$ cat src/rtl/hsvca_pkg.sv
// Package for the HSV pixel color adjust block: operation codes, register
// indexes, the divider tag type and the fixed reciprocal constants.
// Used by hsvca_div, hsv_pixel_color_adjust and the testbench.
package hsvca_pkg;

  localparam int HUE_FRAC_BITS_DEF = 8;

  // Operation codes carried in in_tuser
  localparam logic [1:0] OP_SET_HSV = 2'd0;
  localparam logic [1:0] OP_SET_HUE = 2'd1;
  localparam logic [1:0] OP_SET_SAT = 2'd2;
  localparam logic [1:0] OP_SET_VAL = 2'd3;

  // Register indexes (byte address = 4 * index)
  localparam logic [2:0] REG_HUE_MIN = 3'd0;
  localparam logic [2:0] REG_HUE_MAX = 3'd1;
  localparam logic [2:0] REG_SAT_MIN = 3'd2;
  localparam logic [2:0] REG_SAT_MAX = 3'd3;
  localparam logic [2:0] REG_VAL_MIN = 3'd4;
  localparam logic [2:0] REG_VAL_MAX = 3'd5;

  // Hue base in degrees chosen by the forward conversion
  localparam logic [1:0] BASE_0   = 2'd0;
  localparam logic [1:0] BASE_120 = 2'd1;
  localparam logic [1:0] BASE_240 = 2'd2;
  localparam logic [1:0] BASE_360 = 2'd3;

  localparam logic [8:0] HUE_CAP = 9'd359;

  // floor(y / 15300) = (y * RECIP_SECT) >> 37 for y < 2^22
  localparam int          SECT_Y_W   = 22;
  localparam int          SECT_SHIFT = 37;
  localparam logic [23:0] RECIP_SECT = 24'(((64'd1 << 37) + 64'd15299) / 64'd15300);
  // floor(y / 255) = (y * RECIP_255) >> 25 for y < 2^16
  localparam int          R255_SHIFT = 25;
  localparam logic [17:0] RECIP_255  = 18'(((64'd1 << 25) + 64'd254) / 64'd255);

  typedef struct packed {
    logic [1:0] op;
    logic [9:0] idx;
    logic [8:0] hue;
    logic [7:0] sat;
    logic [7:0] val;
    logic [7:0] vmax;
    logic [1:0] base;
    logic       neg;
    logic       dz;
  } hsvca_tag_t;

endpackage

$ cat src/rtl/hsvca_div.sv
// Pipelined two-lane restoring divider, one quotient bit per stage.
// Depends on hsvca_pkg for the tag type that travels beside the operands.
module hsvca_div #(
  parameter int QW = 14
) (
  input  logic                  clk,
  input  logic                  rst_n,
  input  logic                  in_valid,
  output logic                  in_ready,
  input  logic [QW+7:0]         in_num0,
  input  logic [7:0]            in_den0,
  input  logic [QW+7:0]         in_num1,
  input  logic [7:0]            in_den1,
  input  hsvca_pkg::hsvca_tag_t in_tag,
  output logic                  out_valid,
  input  logic                  out_ready,
  output logic [QW-1:0]         out_quo0,
  output logic [QW-1:0]         out_quo1,
  output hsvca_pkg::hsvca_tag_t out_tag
);

  localparam int W = QW + 8;

  // acc holds {partial remainder, remaining dividend bits / quotient bits}
  function automatic logic [W-1:0] div_step(input logic [W-1:0] acc, input logic [7:0] den);
    logic [8:0] t;
    logic [8:0] d;
    t = acc[W-1:QW-1];
    d = {1'b0, den};
    if (t >= d) begin
      div_step = {8'(t - d), acc[QW-2:0], 1'b1};
    end else begin
      div_step = {t[7:0], acc[QW-2:0], 1'b0};
    end
  endfunction

  logic [QW-1:0]         v_r;
  logic [QW:0]           ld;
  logic [W-1:0]          acc0_r [QW];
  logic [W-1:0]          acc1_r [QW];
  logic [7:0]            den0_r [QW];
  logic [7:0]            den1_r [QW];
  hsvca_pkg::hsvca_tag_t tag_r  [QW];

  always_comb begin
    ld[QW] = out_ready;
    for (int j = QW - 1; j >= 0; j--) begin
      ld[j] = !v_r[j] || ld[j+1];
    end
  end

  genvar j;
  generate
    for (j = 0; j < QW; j++) begin : g_stage
      if (j == 0) begin : g_first
        always_ff @(posedge clk) begin
          if (!rst_n) begin
            v_r[j] <= 1'b0;
          end else if (ld[j]) begin
            v_r[j] <= in_valid;
          end
        end
        always_ff @(posedge clk) begin
          if (ld[j]) begin
            acc0_r[j] <= div_step(in_num0, in_den0);
            acc1_r[j] <= div_step(in_num1, in_den1);
            den0_r[j] <= in_den0;
            den1_r[j] <= in_den1;
            tag_r[j]  <= in_tag;
          end
        end
      end else begin : g_next
        always_ff @(posedge clk) begin
          if (!rst_n) begin
            v_r[j] <= 1'b0;
          end else if (ld[j]) begin
            v_r[j] <= v_r[j-1];
          end
        end
        always_ff @(posedge clk) begin
          if (ld[j]) begin
            acc0_r[j] <= div_step(acc0_r[j-1], den0_r[j-1]);
            acc1_r[j] <= div_step(acc1_r[j-1], den1_r[j-1]);
            den0_r[j] <= den0_r[j-1];
            den1_r[j] <= den1_r[j-1];
            tag_r[j]  <= tag_r[j-1];
          end
        end
      end
    end
  endgenerate

  assign in_ready  = ld[0];
  assign out_valid = v_r[QW-1];
  assign out_quo0  = acc0_r[QW-1][QW-1:0];
  assign out_quo1  = acc1_r[QW-1][QW-1:0];
  assign out_tag   = tag_r[QW-1];

endmodule

$ cat src/rtl/hsv_pixel_color_adjust.sv
// HSV pixel color adjust: RGB to HSV, replace / clamp, HSV back to 8-bit RGB.
// The pipelined divider adds HUE_FRAC_BITS + 6 stages between stages 2 and 3.
// Throughput: one pixel per clock unless the output stalls; each stage holds
// one beat and advances when the next is free, so bubbles close up in a stall.
// Reset (synchronous, rst_n low): empty all stages and load the clamp defaults.
module hsv_pixel_color_adjust #(
  parameter int HUE_FRAC_BITS = hsvca_pkg::HUE_FRAC_BITS_DEF
) (
  input  logic        clk,
  input  logic        rst_n,
  input  logic        in_tvalid,
  output logic        in_tready,
  // [9:0] pixel_index, [17:10] cur_red, [25:18] cur_green, [33:26] cur_blue,
  // [42:34] hue_in, [50:43] sat_in, [58:51] val_in, [63:59] zero
  input  logic [63:0] in_tdata,
  // [1:0] operation
  input  logic [1:0]  in_tuser,
  output logic        out_tvalid,
  input  logic        out_tready,
  // [9:0] pixel_index_out, [17:10] new_red, [25:18] new_green,
  // [33:26] new_blue, [39:34] zero
  output logic [39:0] out_tdata,
  input  logic        cfg_psel,
  input  logic        cfg_penable,
  input  logic        cfg_pwrite,
  input  logic [4:0]  cfg_paddr,
  input  logic [31:0] cfg_pwdata,
  output logic [31:0] cfg_prdata,
  output logic        cfg_pready
);

  localparam int F  = HUE_FRAC_BITS;
  localparam int HW = 9 + F;   // hue in degrees with F fraction bits
  localparam int QW = 6 + F;   // hue quotient, up to one sector span
  localparam int UW = 6 + F;   // sector span and offset in a sector
  localparam int PW = 14 + F;  // offset * saturation, and 255 * span
  localparam int NW = QW + 8;  // divider dividend
  localparam int YW = hsvca_pkg::SECT_Y_W;

  localparam logic [UW-1:0] SPAN  = UW'(60 * (1 << F));
  localparam logic [PW-1:0] DSPAN = PW'(255 * 60 * (1 << F));
  localparam logic [HW-1:0] H060  = HW'(60 * (1 << F));
  localparam logic [HW-1:0] H120  = HW'(120 * (1 << F));
  localparam logic [HW-1:0] H180  = HW'(180 * (1 << F));
  localparam logic [HW-1:0] H240  = HW'(240 * (1 << F));
  localparam logic [HW-1:0] H300  = HW'(300 * (1 << F));
  localparam logic [HW-1:0] H360  = HW'(360 * (1 << F));

  localparam logic [1:0] MAX_RED   = 2'd0;
  localparam logic [1:0] MAX_GREEN = 2'd1;
  localparam logic [1:0] MAX_BLUE  = 2'd2;

  localparam logic [2:0] SECT0 = 3'd0;
  localparam logic [2:0] SECT1 = 3'd1;
  localparam logic [2:0] SECT2 = 3'd2;
  localparam logic [2:0] SECT3 = 3'd3;
  localparam logic [2:0] SECT4 = 3'd4;
  localparam logic [2:0] SECT5 = 3'd5;

  // ---------------------------------------------------------------------------
  // Configuration registers
  // ---------------------------------------------------------------------------
  logic [8:0] hue_min_r, hue_max_r;
  logic [7:0] sat_min_r, sat_max_r, val_min_r, val_max_r;
  logic       cfg_wr;

  assign cfg_pready = 1'b1;
  assign cfg_wr     = cfg_psel && cfg_penable && cfg_pwrite && cfg_pready;

  always_ff @(posedge clk) begin
    if (!rst_n) begin
      hue_min_r <= 9'd0;
      hue_max_r <= 9'd359;
      sat_min_r <= 8'd0;
      sat_max_r <= 8'd255;
      val_min_r <= 8'd0;
      val_max_r <= 8'd255;
    end else if (cfg_wr) begin
      case (cfg_paddr[4:2])
        hsvca_pkg::REG_HUE_MIN: hue_min_r <= cfg_pwdata[8:0];
        hsvca_pkg::REG_HUE_MAX: hue_max_r <= cfg_pwdata[8:0];
        hsvca_pkg::REG_SAT_MIN: sat_min_r <= cfg_pwdata[7:0];
        hsvca_pkg::REG_SAT_MAX: sat_max_r <= cfg_pwdata[7:0];
        hsvca_pkg::REG_VAL_MIN: val_min_r <= cfg_pwdata[7:0];
        hsvca_pkg::REG_VAL_MAX: val_max_r <= cfg_pwdata[7:0];
        default: ;  // drop writes beyond the register list
      endcase
    end
  end

  always_comb begin
    case (cfg_paddr[4:2])
      hsvca_pkg::REG_HUE_MIN: cfg_prdata = {23'd0, hue_min_r};
      hsvca_pkg::REG_HUE_MAX: cfg_prdata = {23'd0, hue_max_r};
      hsvca_pkg::REG_SAT_MIN: cfg_prdata = {24'd0, sat_min_r};
      hsvca_pkg::REG_SAT_MAX: cfg_prdata = {24'd0, sat_max_r};
      hsvca_pkg::REG_VAL_MIN: cfg_prdata = {24'd0, val_min_r};
      hsvca_pkg::REG_VAL_MAX: cfg_prdata = {24'd0, val_max_r};
      default:                cfg_prdata = 32'd0;
    endcase
  end

  // ---------------------------------------------------------------------------
  // Stage handshake: each stage loads when empty or when the next one loads
  // ---------------------------------------------------------------------------
  logic v1_r, v2_r, v3_r, v4_r, v5_r, v6_r, v7_r, v8_r, vo_r;
  logic ld1, ld2, ld3, ld4, ld5, ld6, ld7, ld8, ldo;
  logic div_in_ready, div_out_valid;

  assign ldo = !vo_r || out_tready;
  assign ld8 = !v8_r || ldo;
  assign ld7 = !v7_r || ld8;
  assign ld6 = !v6_r || ld7;
  assign ld5 = !v5_r || ld6;
  assign ld4 = !v4_r || ld5;
  assign ld3 = !v3_r || ld4;
  assign ld2 = !v2_r || div_in_ready;
  assign ld1 = !v1_r || ld2;

  assign in_tready = ld1;

  always_ff @(posedge clk) begin
    if (!rst_n) begin
      v1_r <= 1'b0;
      v2_r <= 1'b0;
      v3_r <= 1'b0;
      v4_r <= 1'b0;
      v5_r <= 1'b0;
      v6_r <= 1'b0;
      v7_r <= 1'b0;
      v8_r <= 1'b0;
      vo_r <= 1'b0;
    end else begin
      if (ld1) v1_r <= in_tvalid;
      if (ld2) v2_r <= v1_r;
      if (ld3) v3_r <= div_out_valid;
      if (ld4) v4_r <= v3_r;
      if (ld5) v5_r <= v4_r;
      if (ld6) v6_r <= v5_r;
      if (ld7) v7_r <= v6_r;
      if (ld8) v8_r <= v7_r;
      if (ldo) vo_r <= v8_r;
    end
  end

  // ---------------------------------------------------------------------------
  // Stage 1: capture the beat, find max / min and which channel is max
  // ---------------------------------------------------------------------------
  logic [7:0] in_red, in_green, in_blue;
  logic [7:0] mx_nxt, mn_nxt;
  logic [1:0] sel_nxt;

  logic [1:0] op1_r;
  logic [9:0] idx1_r;
  logic [7:0] red1_r, green1_r, blue1_r;
  logic [8:0] hue1_r;
  logic [7:0] sat1_r, val1_r, mx1_r, mn1_r;
  logic [1:0] sel1_r;

  assign in_red   = in_tdata[17:10];
  assign in_green = in_tdata[25:18];
  assign in_blue  = in_tdata[33:26];

  always_comb begin
    // ties prefer red, then green
    if (in_red >= in_green && in_red >= in_blue) begin
      sel_nxt = MAX_RED;
      mx_nxt  = in_red;
    end else if (in_green >= in_blue) begin
      sel_nxt = MAX_GREEN;
      mx_nxt  = in_green;
    end else begin
      sel_nxt = MAX_BLUE;
      mx_nxt  = in_blue;
    end
    mn_nxt = in_red;
    if (in_green < mn_nxt) mn_nxt = in_green;
    if (in_blue < mn_nxt)  mn_nxt = in_blue;
  end

  always_ff @(posedge clk) begin
    if (ld1) begin
      op1_r    <= in_tuser;
      idx1_r   <= in_tdata[9:0];
      red1_r   <= in_red;
      green1_r <= in_green;
      blue1_r  <= in_blue;
      hue1_r   <= in_tdata[42:34];
      sat1_r   <= in_tdata[50:43];
      val1_r   <= in_tdata[58:51];
      mx1_r    <= mx_nxt;
      mn1_r    <= mn_nxt;
      sel1_r   <= sel_nxt;
    end
  end

  // ---------------------------------------------------------------------------
  // Stage 2: build the two dividends: 60 * |diff| * 2^F / delta and
  // 255 * delta / max
  // ---------------------------------------------------------------------------
  logic [7:0]  delta, opa, opb, diff;
  logic        neg;
  logic [1:0]  base_nxt;
  hsvca_pkg::hsvca_tag_t tag_nxt;

  logic [NW-1:0]         num0_2_r, num1_2_r;
  logic [7:0]            den0_2_r, den1_2_r;
  hsvca_pkg::hsvca_tag_t tag2_r;

  always_comb begin
    delta = mx1_r - mn1_r;
    case (sel1_r)
      MAX_RED: begin
        opa = green1_r;
        opb = blue1_r;
      end
      MAX_GREEN: begin
        opa = blue1_r;
        opb = red1_r;
      end
      default: begin
        opa = red1_r;
        opb = green1_r;
      end
    endcase
    neg  = opa < opb;
    diff = neg ? opb - opa : opa - opb;
    case (sel1_r)
      MAX_RED:   base_nxt = neg ? hsvca_pkg::BASE_360 : hsvca_pkg::BASE_0;
      MAX_GREEN: base_nxt = hsvca_pkg::BASE_120;
      default:   base_nxt = hsvca_pkg::BASE_240;
    endcase
    tag_nxt.op   = op1_r;
    tag_nxt.idx  = idx1_r;
    tag_nxt.hue  = hue1_r;
    tag_nxt.sat  = sat1_r;
    tag_nxt.val  = val1_r;
    tag_nxt.vmax = mx1_r;
    tag_nxt.base = base_nxt;
    tag_nxt.neg  = neg;
    tag_nxt.dz   = (delta == 8'd0);
  end

  always_ff @(posedge clk) begin
    if (ld2) begin
      num0_2_r <= NW'(14'(diff) * 14'd60) << F;
      num1_2_r <= NW'(16'(delta) * 16'd255);
      // a zero divisor only shows up with a zero dividend; divide by one
      den0_2_r <= (delta == 8'd0) ? 8'd1 : delta;
      den1_2_r <= (mx1_r == 8'd0) ? 8'd1 : mx1_r;
      tag2_r   <= tag_nxt;
    end
  end

  logic [QW-1:0]         quo_hue, quo_sat;
  hsvca_pkg::hsvca_tag_t tag_div;

  hsvca_div #(
    .QW (QW)
  ) u_div (
    .clk       (clk),
    .rst_n     (rst_n),
    .in_valid  (v2_r),
    .in_ready  (div_in_ready),
    .in_num0   (num0_2_r),
    .in_den0   (den0_2_r),
    .in_num1   (num1_2_r),
    .in_den1   (den1_2_r),
    .in_tag    (tag2_r),
    .out_valid (div_out_valid),
    .out_ready (ld3),
    .out_quo0  (quo_hue),
    .out_quo1  (quo_sat),
    .out_tag   (tag_div)
  );

  // ---------------------------------------------------------------------------
  // Stage 3: finish the hue, then replace components per operation
  // ---------------------------------------------------------------------------
  logic [HW-1:0] hbase, hconv, hop;
  logic [HW-1:0] h_nxt;
  logic [7:0]    s_nxt, vv_nxt;

  logic [HW-1:0] h3_r;
  logic [7:0]    s3_r, v3v_r;
  logic [9:0]    idx3_r;

  always_comb begin
    case (tag_div.base)
      hsvca_pkg::BASE_0:   hbase = '0;
      hsvca_pkg::BASE_120: hbase = H120;
      hsvca_pkg::BASE_240: hbase = H240;
      default:             hbase = H360;
    endcase
    if (tag_div.dz) begin
      hconv = '0;
    end else if (tag_div.neg) begin
      hconv = hbase - HW'(quo_hue);
    end else begin
      hconv = hbase + HW'(quo_hue);
    end
    hop    = HW'(tag_div.hue) << F;
    h_nxt  = hconv;
    s_nxt  = quo_sat[7:0];
    vv_nxt = tag_div.vmax;
    case (tag_div.op)
      hsvca_pkg::OP_SET_HSV: begin
        h_nxt  = hop;
        s_nxt  = tag_div.sat;
        vv_nxt = tag_div.val;
      end
      hsvca_pkg::OP_SET_HUE: h_nxt  = hop;
      hsvca_pkg::OP_SET_SAT: s_nxt  = tag_div.sat;
      default:               vv_nxt = tag_div.val;
    endcase
  end

  always_ff @(posedge clk) begin
    if (ld3) begin
      h3_r   <= h_nxt;
      s3_r   <= s_nxt;
      v3v_r  <= vv_nxt;
      idx3_r <= tag_div.idx;
    end
  end

  // ---------------------------------------------------------------------------
  // Stage 4: clamp; hue limits are capped to 359 degrees first
  // ---------------------------------------------------------------------------
  logic [8:0]    hmin_cap, hmax_cap;
  logic [HW-1:0] hlo, hhi;

  logic [HW-1:0] h4_r;
  logic [7:0]    s4_r, v4v_r;
  logic [9:0]    idx4_r;

  assign hmin_cap = (hue_min_r > hsvca_pkg::HUE_CAP) ? hsvca_pkg::HUE_CAP : hue_min_r;
  assign hmax_cap = (hue_max_r > hsvca_pkg::HUE_CAP) ? hsvca_pkg::HUE_CAP : hue_max_r;
  assign hlo      = HW'(hmin_cap) << F;
  assign hhi      = HW'(hmax_cap) << F;

  always_ff @(posedge clk) begin
    if (ld4) begin
      if (h3_r > hhi)      h4_r <= hhi;
      else if (h3_r < hlo) h4_r <= hlo;
      else                 h4_r <= h3_r;
      if (s3_r > sat_max_r)      s4_r <= sat_max_r;
      else if (s3_r < sat_min_r) s4_r <= sat_min_r;
      else                       s4_r <= s3_r;
      if (v3v_r > val_max_r)      v4v_r <= val_max_r;
      else if (v3v_r < val_min_r) v4v_r <= val_min_r;
      else                        v4v_r <= v3v_r;
      idx4_r <= idx3_r;
    end
  end

  // ---------------------------------------------------------------------------
  // Stage 5: sector and offset inside the sector
  // ---------------------------------------------------------------------------
  logic [2:0]    k_nxt;
  logic [HW-1:0] kbase;

  logic [2:0]    k5_r;
  logic [UW-1:0] e5_r;
  logic [7:0]    s5_r, v5v_r;
  logic [9:0]    idx5_r;

  always_comb begin
    if (h4_r >= H300) begin
      k_nxt = SECT5;
      kbase = H300;
    end else if (h4_r >= H240) begin
      k_nxt = SECT4;
      kbase = H240;
    end else if (h4_r >= H180) begin
      k_nxt = SECT3;
      kbase = H180;
    end else if (h4_r >= H120) begin
      k_nxt = SECT2;
      kbase = H120;
    end else if (h4_r >= H060) begin
      k_nxt = SECT1;
      kbase = H060;
    end else begin
      k_nxt = SECT0;
      kbase = '0;
    end
  end

  always_ff @(posedge clk) begin
    if (ld5) begin
      k5_r   <= k_nxt;
      e5_r   <= UW'(h4_r - kbase);
      s5_r   <= s4_r;
      v5v_r  <= v4v_r;
      idx5_r <= idx4_r;
    end
  end

  // ---------------------------------------------------------------------------
  // Stage 6: offset times saturation, and V * (255 - S)
  // ---------------------------------------------------------------------------
  logic [PW-1:0] es6_r, ues6_r;
  logic [15:0]   pn6_r;
  logic [7:0]    v6v_r;
  logic [2:0]    k6_r;
  logic [9:0]    idx6_r;

  always_ff @(posedge clk) begin
    if (ld6) begin
      es6_r  <= PW'(e5_r) * PW'(s5_r);
      ues6_r <= PW'(SPAN - e5_r) * PW'(s5_r);
      pn6_r  <= 16'(v5v_r) * 16'(8'd255 - s5_r);
      v6v_r  <= v5v_r;
      k6_r   <= k5_r;
      idx6_r <= idx5_r;
    end
  end

  // ---------------------------------------------------------------------------
  // Stage 7: V * (D - x), drop the 2^F part of the divisor
  // ---------------------------------------------------------------------------
  logic [PW+7:0] xq, xt;
  logic [YW-1:0] yq7_r, yt7_r;
  logic [15:0]   pn7_r;
  logic [7:0]    v7v_r;
  logic [2:0]    k7_r;
  logic [9:0]    idx7_r;

  assign xq = (PW+8)'(v6v_r) * (PW+8)'(DSPAN - es6_r);
  assign xt = (PW+8)'(v6v_r) * (PW+8)'(DSPAN - ues6_r);

  always_ff @(posedge clk) begin
    if (ld7) begin
      yq7_r  <= xq[F +: YW];
      yt7_r  <= xt[F +: YW];
      pn7_r  <= pn6_r;
      v7v_r  <= v6v_r;
      k7_r   <= k6_r;
      idx7_r <= idx6_r;
    end
  end

  // ---------------------------------------------------------------------------
  // Stage 8: constant divisions by reciprocal multiply
  // ---------------------------------------------------------------------------
  logic [YW+23:0] mq, mt;
  logic [33:0]    mp;
  logic [7:0]     q8_r, t8_r, p8_r, v8v_r;
  logic [2:0]     k8_r;
  logic [9:0]     idx8_r;

  assign mq = (YW+24)'(yq7_r) * (YW+24)'(hsvca_pkg::RECIP_SECT);
  assign mt = (YW+24)'(yt7_r) * (YW+24)'(hsvca_pkg::RECIP_SECT);
  assign mp = 34'(pn7_r) * 34'(hsvca_pkg::RECIP_255);

  always_ff @(posedge clk) begin
    if (ld8) begin
      q8_r   <= mq[hsvca_pkg::SECT_SHIFT +: 8];
      t8_r   <= mt[hsvca_pkg::SECT_SHIFT +: 8];
      p8_r   <= mp[hsvca_pkg::R255_SHIFT +: 8];
      v8v_r  <= v7v_r;
      k8_r   <= k7_r;
      idx8_r <= idx7_r;
    end
  end

  // ---------------------------------------------------------------------------
  // Output register: six-sector select
  // ---------------------------------------------------------------------------
  logic [7:0] r_nxt, g_nxt, b_nxt;
  logic [9:0] idxo_r;
  logic [7:0] ro_r, go_r, bo_r;

  always_comb begin
    case (k8_r)
      SECT0: begin r_nxt = v8v_r; g_nxt = t8_r;  b_nxt = p8_r;  end
      SECT1: begin r_nxt = q8_r;  g_nxt = v8v_r; b_nxt = p8_r;  end
      SECT2: begin r_nxt = p8_r;  g_nxt = v8v_r; b_nxt = t8_r;  end
      SECT3: begin r_nxt = p8_r;  g_nxt = q8_r;  b_nxt = v8v_r; end
      SECT4: begin r_nxt = t8_r;  g_nxt = p8_r;  b_nxt = v8v_r; end
      default: begin r_nxt = v8v_r; g_nxt = p8_r; b_nxt = q8_r; end
    endcase
  end

  always_ff @(posedge clk) begin
    if (ldo) begin
      idxo_r <= idx8_r;
      ro_r   <= r_nxt;
      go_r   <= g_nxt;
      bo_r   <= b_nxt;
    end
  end

  assign out_tvalid = vo_r;
  assign out_tdata  = {6'd0, bo_r, go_r, ro_r, idxo_r};

endmodule

$ cat config.mk
export PLATFORM = sky130hd
export DESIGN_NAME = hsv_pixel_color_adjust
export DESIGN_NICKNAME = d
export VERILOG_FILES = /design/src/rtl/hsvca_pkg.sv /design/src/rtl/hsvca_div.sv /design/src/rtl/hsv_pixel_color_adjust.sv
export SDC_FILE = /design/constraint.sdc
export NUM_CORES = 2
export LEC_CHECK = 0
export ABC_CLOCK_PERIOD_IN_PS = 15010
export BUFFER_PORTS_ARGS = -buffer_cell sky130_fd_sc_hd__clkbuf_2
export CORE_MARGIN = 4
export CORE_UTILIZATION = 46
export DETAILED_ROUTE_END_ITERATION = 8
export GPL_TIMING_DRIVEN = 1
export SYNTH_ARGS = -nofsm -noshare
export SYNTH_HDL_FRONTEND = slang
export SYNTH_SLANG_ARGS = --single-unit
$ cat constraint.sdc
create_clock -name clk -period 15.01 [get_ports clk]
set_input_delay 1.501 -clock clk [delete_from_list [all_inputs] [get_ports clk]]
set_output_delay 1.501 -clock clk [all_outputs]
set_load 0.03 [all_outputs]
# Word level (Yosys, flattened, before mapping)
# Memory sizes are Yosys's and may differ from the RTL's.
# Cells that the tools add are included.
# W data, S select, Z words.
dict set report classes {
  n_eq_ne 14
  magnitude_cmp 47
  n_reduce_logical 72
  n_mul 10
  muxes 121
  n_addsub 38
}
# op n
set ops {}
lappend ops {{$mux W22} 56}
lappend ops {{$ge A9 B8 Y1} 27}
lappend ops {{$sub A8 B8 Y8} 30}
lappend ops {{$mul A22 B24 Y45 const B} 2}
lappend ops {{$mux W8} 11}
lappend ops {{$mux W17} 5}
lappend ops {{$pmux W8 S3} 3}
lappend ops {{$mux W14} 5}
lappend ops {{$mul A9 B23 Y30} 2}
lappend ops {{$pmux W9 S6} 1}
lappend ops {{$pmux W17 S3} 1}
lappend ops {{$sub A22 B22 Y23 const A} 2}
lappend ops {{$lt A8 B8 Y1} 5}
lappend ops {{$ge A17 B16 Y1 const B} 2}
lappend ops {{$mul A16 B18 Y33 const B} 1}
lappend ops {{$pmux W8 S2} 2}
lappend ops {{$mux W1} 30}
lappend ops {{$ge A8 B8 Y1} 3}
lappend ops {{$logic_not A1 Y1} 23}
lappend ops {{$logic_or A1 B1 Y1} 23}
lappend ops {{$mul A14 B8 Y22} 1}
lappend ops {{$mul A15 B9 Y22} 1}
lappend ops {{$gt A9 B9 Y1 const B} 2}
lappend ops {{$mux W9} 2}
lappend ops {{other kinds (30)} 62}
dict set report word_totals {
  mem_count 5
  ram_bits 1526
  register_bits 615
  output_inout_bits 75
}
# memory words width read_ports rd_ports_with_merged_regs wr line_no
set memory_table {}
lappend memory_table {u_div.tag_r 14 49 14 0 14 hsvca_div.sv:43} ;# hsvca_pkg::hsvca_tag_t tag_r [QW];
lappend memory_table {u_div.acc0_r 14 22 14 0 14 hsvca_div.sv:39} ;# logic [W-1:0] acc0_r [QW];
lappend memory_table {u_div.acc1_r 14 22 14 0 14 hsvca_div.sv:40} ;# logic [W-1:0] acc1_r [QW];
lappend memory_table {u_div.den0_r 14 8 13 0 14 hsvca_div.sv:41} ;# logic [7:0] den0_r [QW];
lappend memory_table {u_div.den1_r 14 8 13 0 14 hsvca_div.sv:42} ;# logic [7:0] den1_r [QW];

# Longest topological paths before layout
dict set report depth {
  ltp_word 24
  depth_mapped 30
  ltp_nobuf 28
}

# Cells and area by module
# A second synthesis with hierarchy kept.
dict set report hier_totals {
  hier_cells 9642
  hier_area_um2 124698.3
}
# mod seq_area_each_um2 instances area_per_inst_um2 cells_per_inst
set modules_own_cells {}
lappend modules_own_cells {hsv_pixel_color_adjust 17426.7 1 65292.6 6211}
lappend modules_own_cells {hsvca_div 45143.3 1 59405.7 3431}

# Worst setup path after synthesis
# No wires, ideal clock.
dict set report synth_timing {
  path_kind {input-to-output}
  start {input port out_tready}
  end {output port in_tready}
  stages 11
  arrival_ps 7487
  n_path_buf 1
  path_slack_ps 6022
  path_cell_list {and2b_1 -> and3_1 -> inv_2 -> nor3_2 -> and2_1 -> inv_1 -> nor2_1 -> and3_1 -> buf_2 -> and4_1 -> nand2_1}
}
dict set report synth_between {
  elab_chain_len 23
}
# item line_no
set synth_lines {}
lappend synth_lines {{start: declaration} hsv_pixel_color_adjust.sv:19} ;# input logic out_tready,
lappend synth_lines {{$logic_or A1 B1 Y1} hsv_pixel_color_adjust.sv:110} ;# assign ldo = !vo_r || out_tready;
lappend synth_lines {{$logic_or A1 B1 Y1} hsv_pixel_color_adjust.sv:111} ;# assign ld8 = !v8_r || ldo;
lappend synth_lines {{$logic_or A1 B1 Y1} hsv_pixel_color_adjust.sv:112} ;# assign ld7 = !v7_r || ld8;
lappend synth_lines {{$logic_or A1 B1 Y1} hsv_pixel_color_adjust.sv:113} ;# assign ld6 = !v6_r || ld7;
lappend synth_lines {{$logic_or A1 B1 Y1} hsv_pixel_color_adjust.sv:114} ;# assign ld5 = !v5_r || ld6;
lappend synth_lines {{$logic_or A1 B1 Y1} hsv_pixel_color_adjust.sv:115} ;# assign ld4 = !v4_r || ld5;
lappend synth_lines {{net ld4} hsv_pixel_color_adjust.sv:107} ;# logic ld1, ld2, ld3, ld4, ld5, ld6, ld7, ld8, ldo;
lappend synth_lines {{$logic_or A1 B1 Y1} hsv_pixel_color_adjust.sv:116} ;# assign ld3 = !v3_r || ld4;
lappend synth_lines {{$logic_or A1 B1 Y1 (7 in a row)} hsvca_div.sv:48} ;# ld[j] = !v_r[j] || ld[j+1];
lappend synth_lines {{net u_div.ld[7]} hsvca_div.sv:38} ;# logic [QW:0] ld;
lappend synth_lines {{$logic_or A1 B1 Y1 (7 in a row)} hsvca_div.sv:48}
lappend synth_lines {{$logic_or A1 B1 Y1} hsv_pixel_color_adjust.sv:117} ;# assign ld2 = !v2_r || div_in_ready;
lappend synth_lines {{$logic_or A1 B1 Y1} hsv_pixel_color_adjust.sv:118} ;# assign ld1 = !v1_r || ld2;
lappend synth_lines {{end: declaration} hsv_pixel_color_adjust.sv:12} ;# output logic in_tready,
# The timed path passes the listed nets, and every way through them passes these cells.

# Worst setup path after layout
dict set report layout_timing {
  start {register es6_r[0]}
  end {register yq7_r[21] (data pin)}
}
dict set report layout_between {
  elab_chain_len 2
}
# item line_no
set layout_lines {}
lappend layout_lines {{start: declaration} hsv_pixel_color_adjust.sv:403} ;# logic [PW-1:0] es6_r, ues6_r;
lappend layout_lines {{start signal: assignment} hsv_pixel_color_adjust.sv:411} ;# es6_r <= PW'(e5_r) * PW'(s5_r);
lappend layout_lines {{$sub A22 B22 Y23} hsv_pixel_color_adjust.sv:430} ;# assign xq = (PW+8)'(v6v_r) * (PW+8)'(DSPAN - es6_r);
lappend layout_lines {{$mul A9 B23 Y30} hsv_pixel_color_adjust.sv:430}
lappend layout_lines {{net xq[29]} hsv_pixel_color_adjust.sv:423} ;# logic [PW+7:0] xq, xt;
lappend layout_lines {{end signal: assignment} hsv_pixel_color_adjust.sv:435} ;# yq7_r <= xq[F +: YW];
lappend layout_lines {{end: declaration} hsv_pixel_color_adjust.sv:424} ;# logic [YW-1:0] yq7_r, yt7_r;
# The timed path passes the listed nets, and every way through them passes these cells.
# A chain may end at the register's enable or synchronous reset.

==> impl_metrics.json <==
{
  "vias_per_cell": 4.99,
  "core-area_um2": 252000,
  "async_flop_share_pct": 0,
  "drv_slew": 0,
  "pin_count": 185,
  "cts.sinks": 1954,
  "crit_fanout": 11,
  "critical_path.top_delay_family": "adder cells",
  "tightest_slew_ns": 1.28,
  "dp_hpwl_um": 167000,
  "setup_tns_ns": 0,
  "fin_skew_ns": 0.0529,
  "fin_crit_ns": 7.91,
  "cts_tree": "yes",
  "clkTransAtPathRegs_ns": 0.06,
  "clockBufferDepth": 3,
  "slowest_stage": "xnor2_1",
  "synth_edf_count": 1881,
  "clk_latency_ns": 0.82,
  "io_buffer_count": 124,
  "vias": 64935,
  "cp_slowest_stage_delay_ns": 0.69,
  "finalWeightedCongestion": 0.877,
  "antenna_found_initial": 6,
  "synth_top_area_share_pct": 48.3,
  "crit_required_ns": 15.54,
  "hp-class": "register to register",
  "die-width_um": 512,
  "fillers": 21581,
  "syn_area_um2": 117000,
  "synth_seq_cells": 1954,
  "ys.flop_type": "edfxtp_1",
  "ys_top_cells_by_area": "edfxtp_1 48%, fa_1 14%, ha_1 12%, inv_1 5.6%, nand2_1 2.0%",
  "ff_latch_area_um2": 57900,
  "htreeDepth": 4,
  "finalSetupViolCount": 0,
  "maxCapViolCount": 0,
  "grt_start_max_net_pins": 91,
  "worst_slack_ns": 7.10,
  "endpoint_kind": "register",
  "finalNetCount": 11588,
  "crit_type": "register to register",
  "start_util_pct": 46.4,
  "cts_setup_buffers": 0,
  "holdBufCountCts": 0,
  "synth_warnings": 0,
  "synth_cells": 9313,
  "ant_nets": 0,
  "rows": 184,
  "grt_pass1_vias": 70403,
  "critPathBufInv": 4,
  "drt_iter0_drc": 3107,
  "drive_above_1_share_pct": 5.73,
  "pre_cts_ws_ns": 7.07,
  "drt_wl_total_um": 218000,
  "dr.pass1.iters": 6,
  "syn_to_final_growth_pct": 9.26,
  "grt_util_all_layers_pct": 17.1,
  "die_area_um2": 262000,
  "wire_per_inst_um": 16.7,
  "max_clock_freq_mhz": 126,
  "slew_headroom_pct": 14.8,
  "grt_pass1_wl_um": 365000,
  "drc": 0,
  "multi_input_area_um2": 51800,
  "die_h_um": 512,
  "start_kind": "register",
  "cts_buffers": 189,
  "post-route-util_pct": 50.7,
  "grt_setup_unrepaired": "false",
  "outcome": "completed",
  "synth_cell_types": 103,
  "hold_viol": 0,
  "worstPathArrival_ns": 8.44,
  "finalCritPeriodShare_pct": 52.7,
  "synth_top_cell_by_area": "edfxtp_1",
  "post_cts_resized": 0,
  "syn_avg_cell_area_um2": 12.6,
  "ys_seq_area_share_pct": 49.6,
  "overflow": 0,
  "cts_root_buf": "clkbuf_16"
}
[flip-flops by register name (all words and copies together), names as in the netlist, 17 cells and up]
register	count
u_div.acc0_r	215
yt7_r	22
u_div.den0_r	104
u_div.acc1_r	231
h4_r	17
ues6_r	21
u_div.tag_r	686
yq7_r	22
tag2_r	49
h3_r	17
es6_r	22
u_div.den1_r	104
[cells in the mapped netlist, types with 9 or more instances]
library cell,n
buf_4,31
a21oi_1,235
a22o_1,10
nand3_1,61
a211oi_1,21
or2_2,10
mux2i_1,131
o31ai_1,61
clkbuf_1,155
dfxtp_1,73
nand2_1,628
and4_1,9
nand2b_1,81
a31oi_1,17
nor2b_1,161
a311oi_1,26
a21boi_0,88
inv_1,1736
nand4_1,60
ha_1,1160
mux2_2,24
o211ai_1,22
a21o_1,110
o21ai_1,15
xor2_1,113
o21ai_0,311
edfxtp_1,1881
nor3_1,79
o22ai_1,19
or3_1,11
o21bai_1,15
fa_1,817
nor2_1,373
buf_1,9
xnor2_1,191
and3_1,29
and2_1,314
o21a_1,57
[cells by family after synthesis]
kind of cell | synth area share (%)
fa+ha+maj | 26.4
buf+inv | 6.34
other cells | 0.00642
simple gates | 7.84
compound gates | 6.07
mux | 1.42
flops | 49.6
xor+xnor | 2.35
[metal layers]
layer  global-route usage [%]  vias up  share of wire (%)
met5                        0        -             0.0064
met4                     4.02        2                2.1
met3                     2.36      319                3.4
met2                     31.4      993                 52
met1                     21.3    31898                 43
li1                         -    31723                  -
[through the flow]
step	hold WS (ns)	area [um^2]	std cells
floorplan	0.400	117000	9341
global placement	0.401	121000	12658
detailed placement	0.405	121000	12658
CTS	0.381	128000	13008
global route	0.392	128000	13010
finish	0.385	128000	13011
[cell type report]
cell class / count / share of cell area (%)
flip-flops and latches: 1954 / 45.4
multi-input cells: 5446 / 40.5
inverters: 1737 / 5.11
clock buffers: 222 / 3.82
well taps: 3348 / 3.28
clock inverters: 128 / 1.13
repair buffers: 173 / 0.774
diodes: 3 / 0.00588
[cell usage in the layout, fill, tap and decap left out, types with 17 or more instances in the layout]
cell	Yosys	final
edfxtp_1	1881	1881
inv_1	1736	1727
ha_1	1160	1160
fa_1	817	817
nand2_1	628	621
nor2_1	373	373
and2_1	314	314
o21ai_0	311	311
a21oi_1	235	235
xnor2_1	191	191
clkbuf_16	0	190
nor2b_1	161	161
mux2i_1	131	131
clkbuf_2	1	124
xor2_1	113	113
a21o_1	110	110
a21boi_0	88	88
nand2b_1	81	81
nor3_1	79	79
dfxtp_1	73	73
o31ai_1	61	61
nand4_1	60	60
nand3_1	61	57
o21a_1	57	57
buf_4	31	49
clkinv_2	0	43
clkinv_1	0	38
clkbuf_1	155	32
conb_1	2	30
and3_1	29	29
a311oi_1	26	26
mux2_2	24	24
o211ai_1	22	22
a211oi_1	21	21
bufinv_16	0	20
o22ai_1	19	19
a31oi_1	17	17
[worst paths after layout]
path | from | end | slack, ns | depth (start not counted)
worst min register to register | u_div.tag_r[3][40] | u_div.tag_r[3][89] | 0.38 | 0
worst max register to register | es6_r[0] | yq7_r[21] | 7.10 | 27
worst min-delay path | u_div.tag_r[3][40] | u_div.tag_r[3][89] | 0.38 | 0
worst max-delay path | es6_r[0] | yq7_r[21] | 7.10 | 27
Power is not shown: default switching activity piles up to over one toggle a cycle in this logic, so the estimate is an artifact.
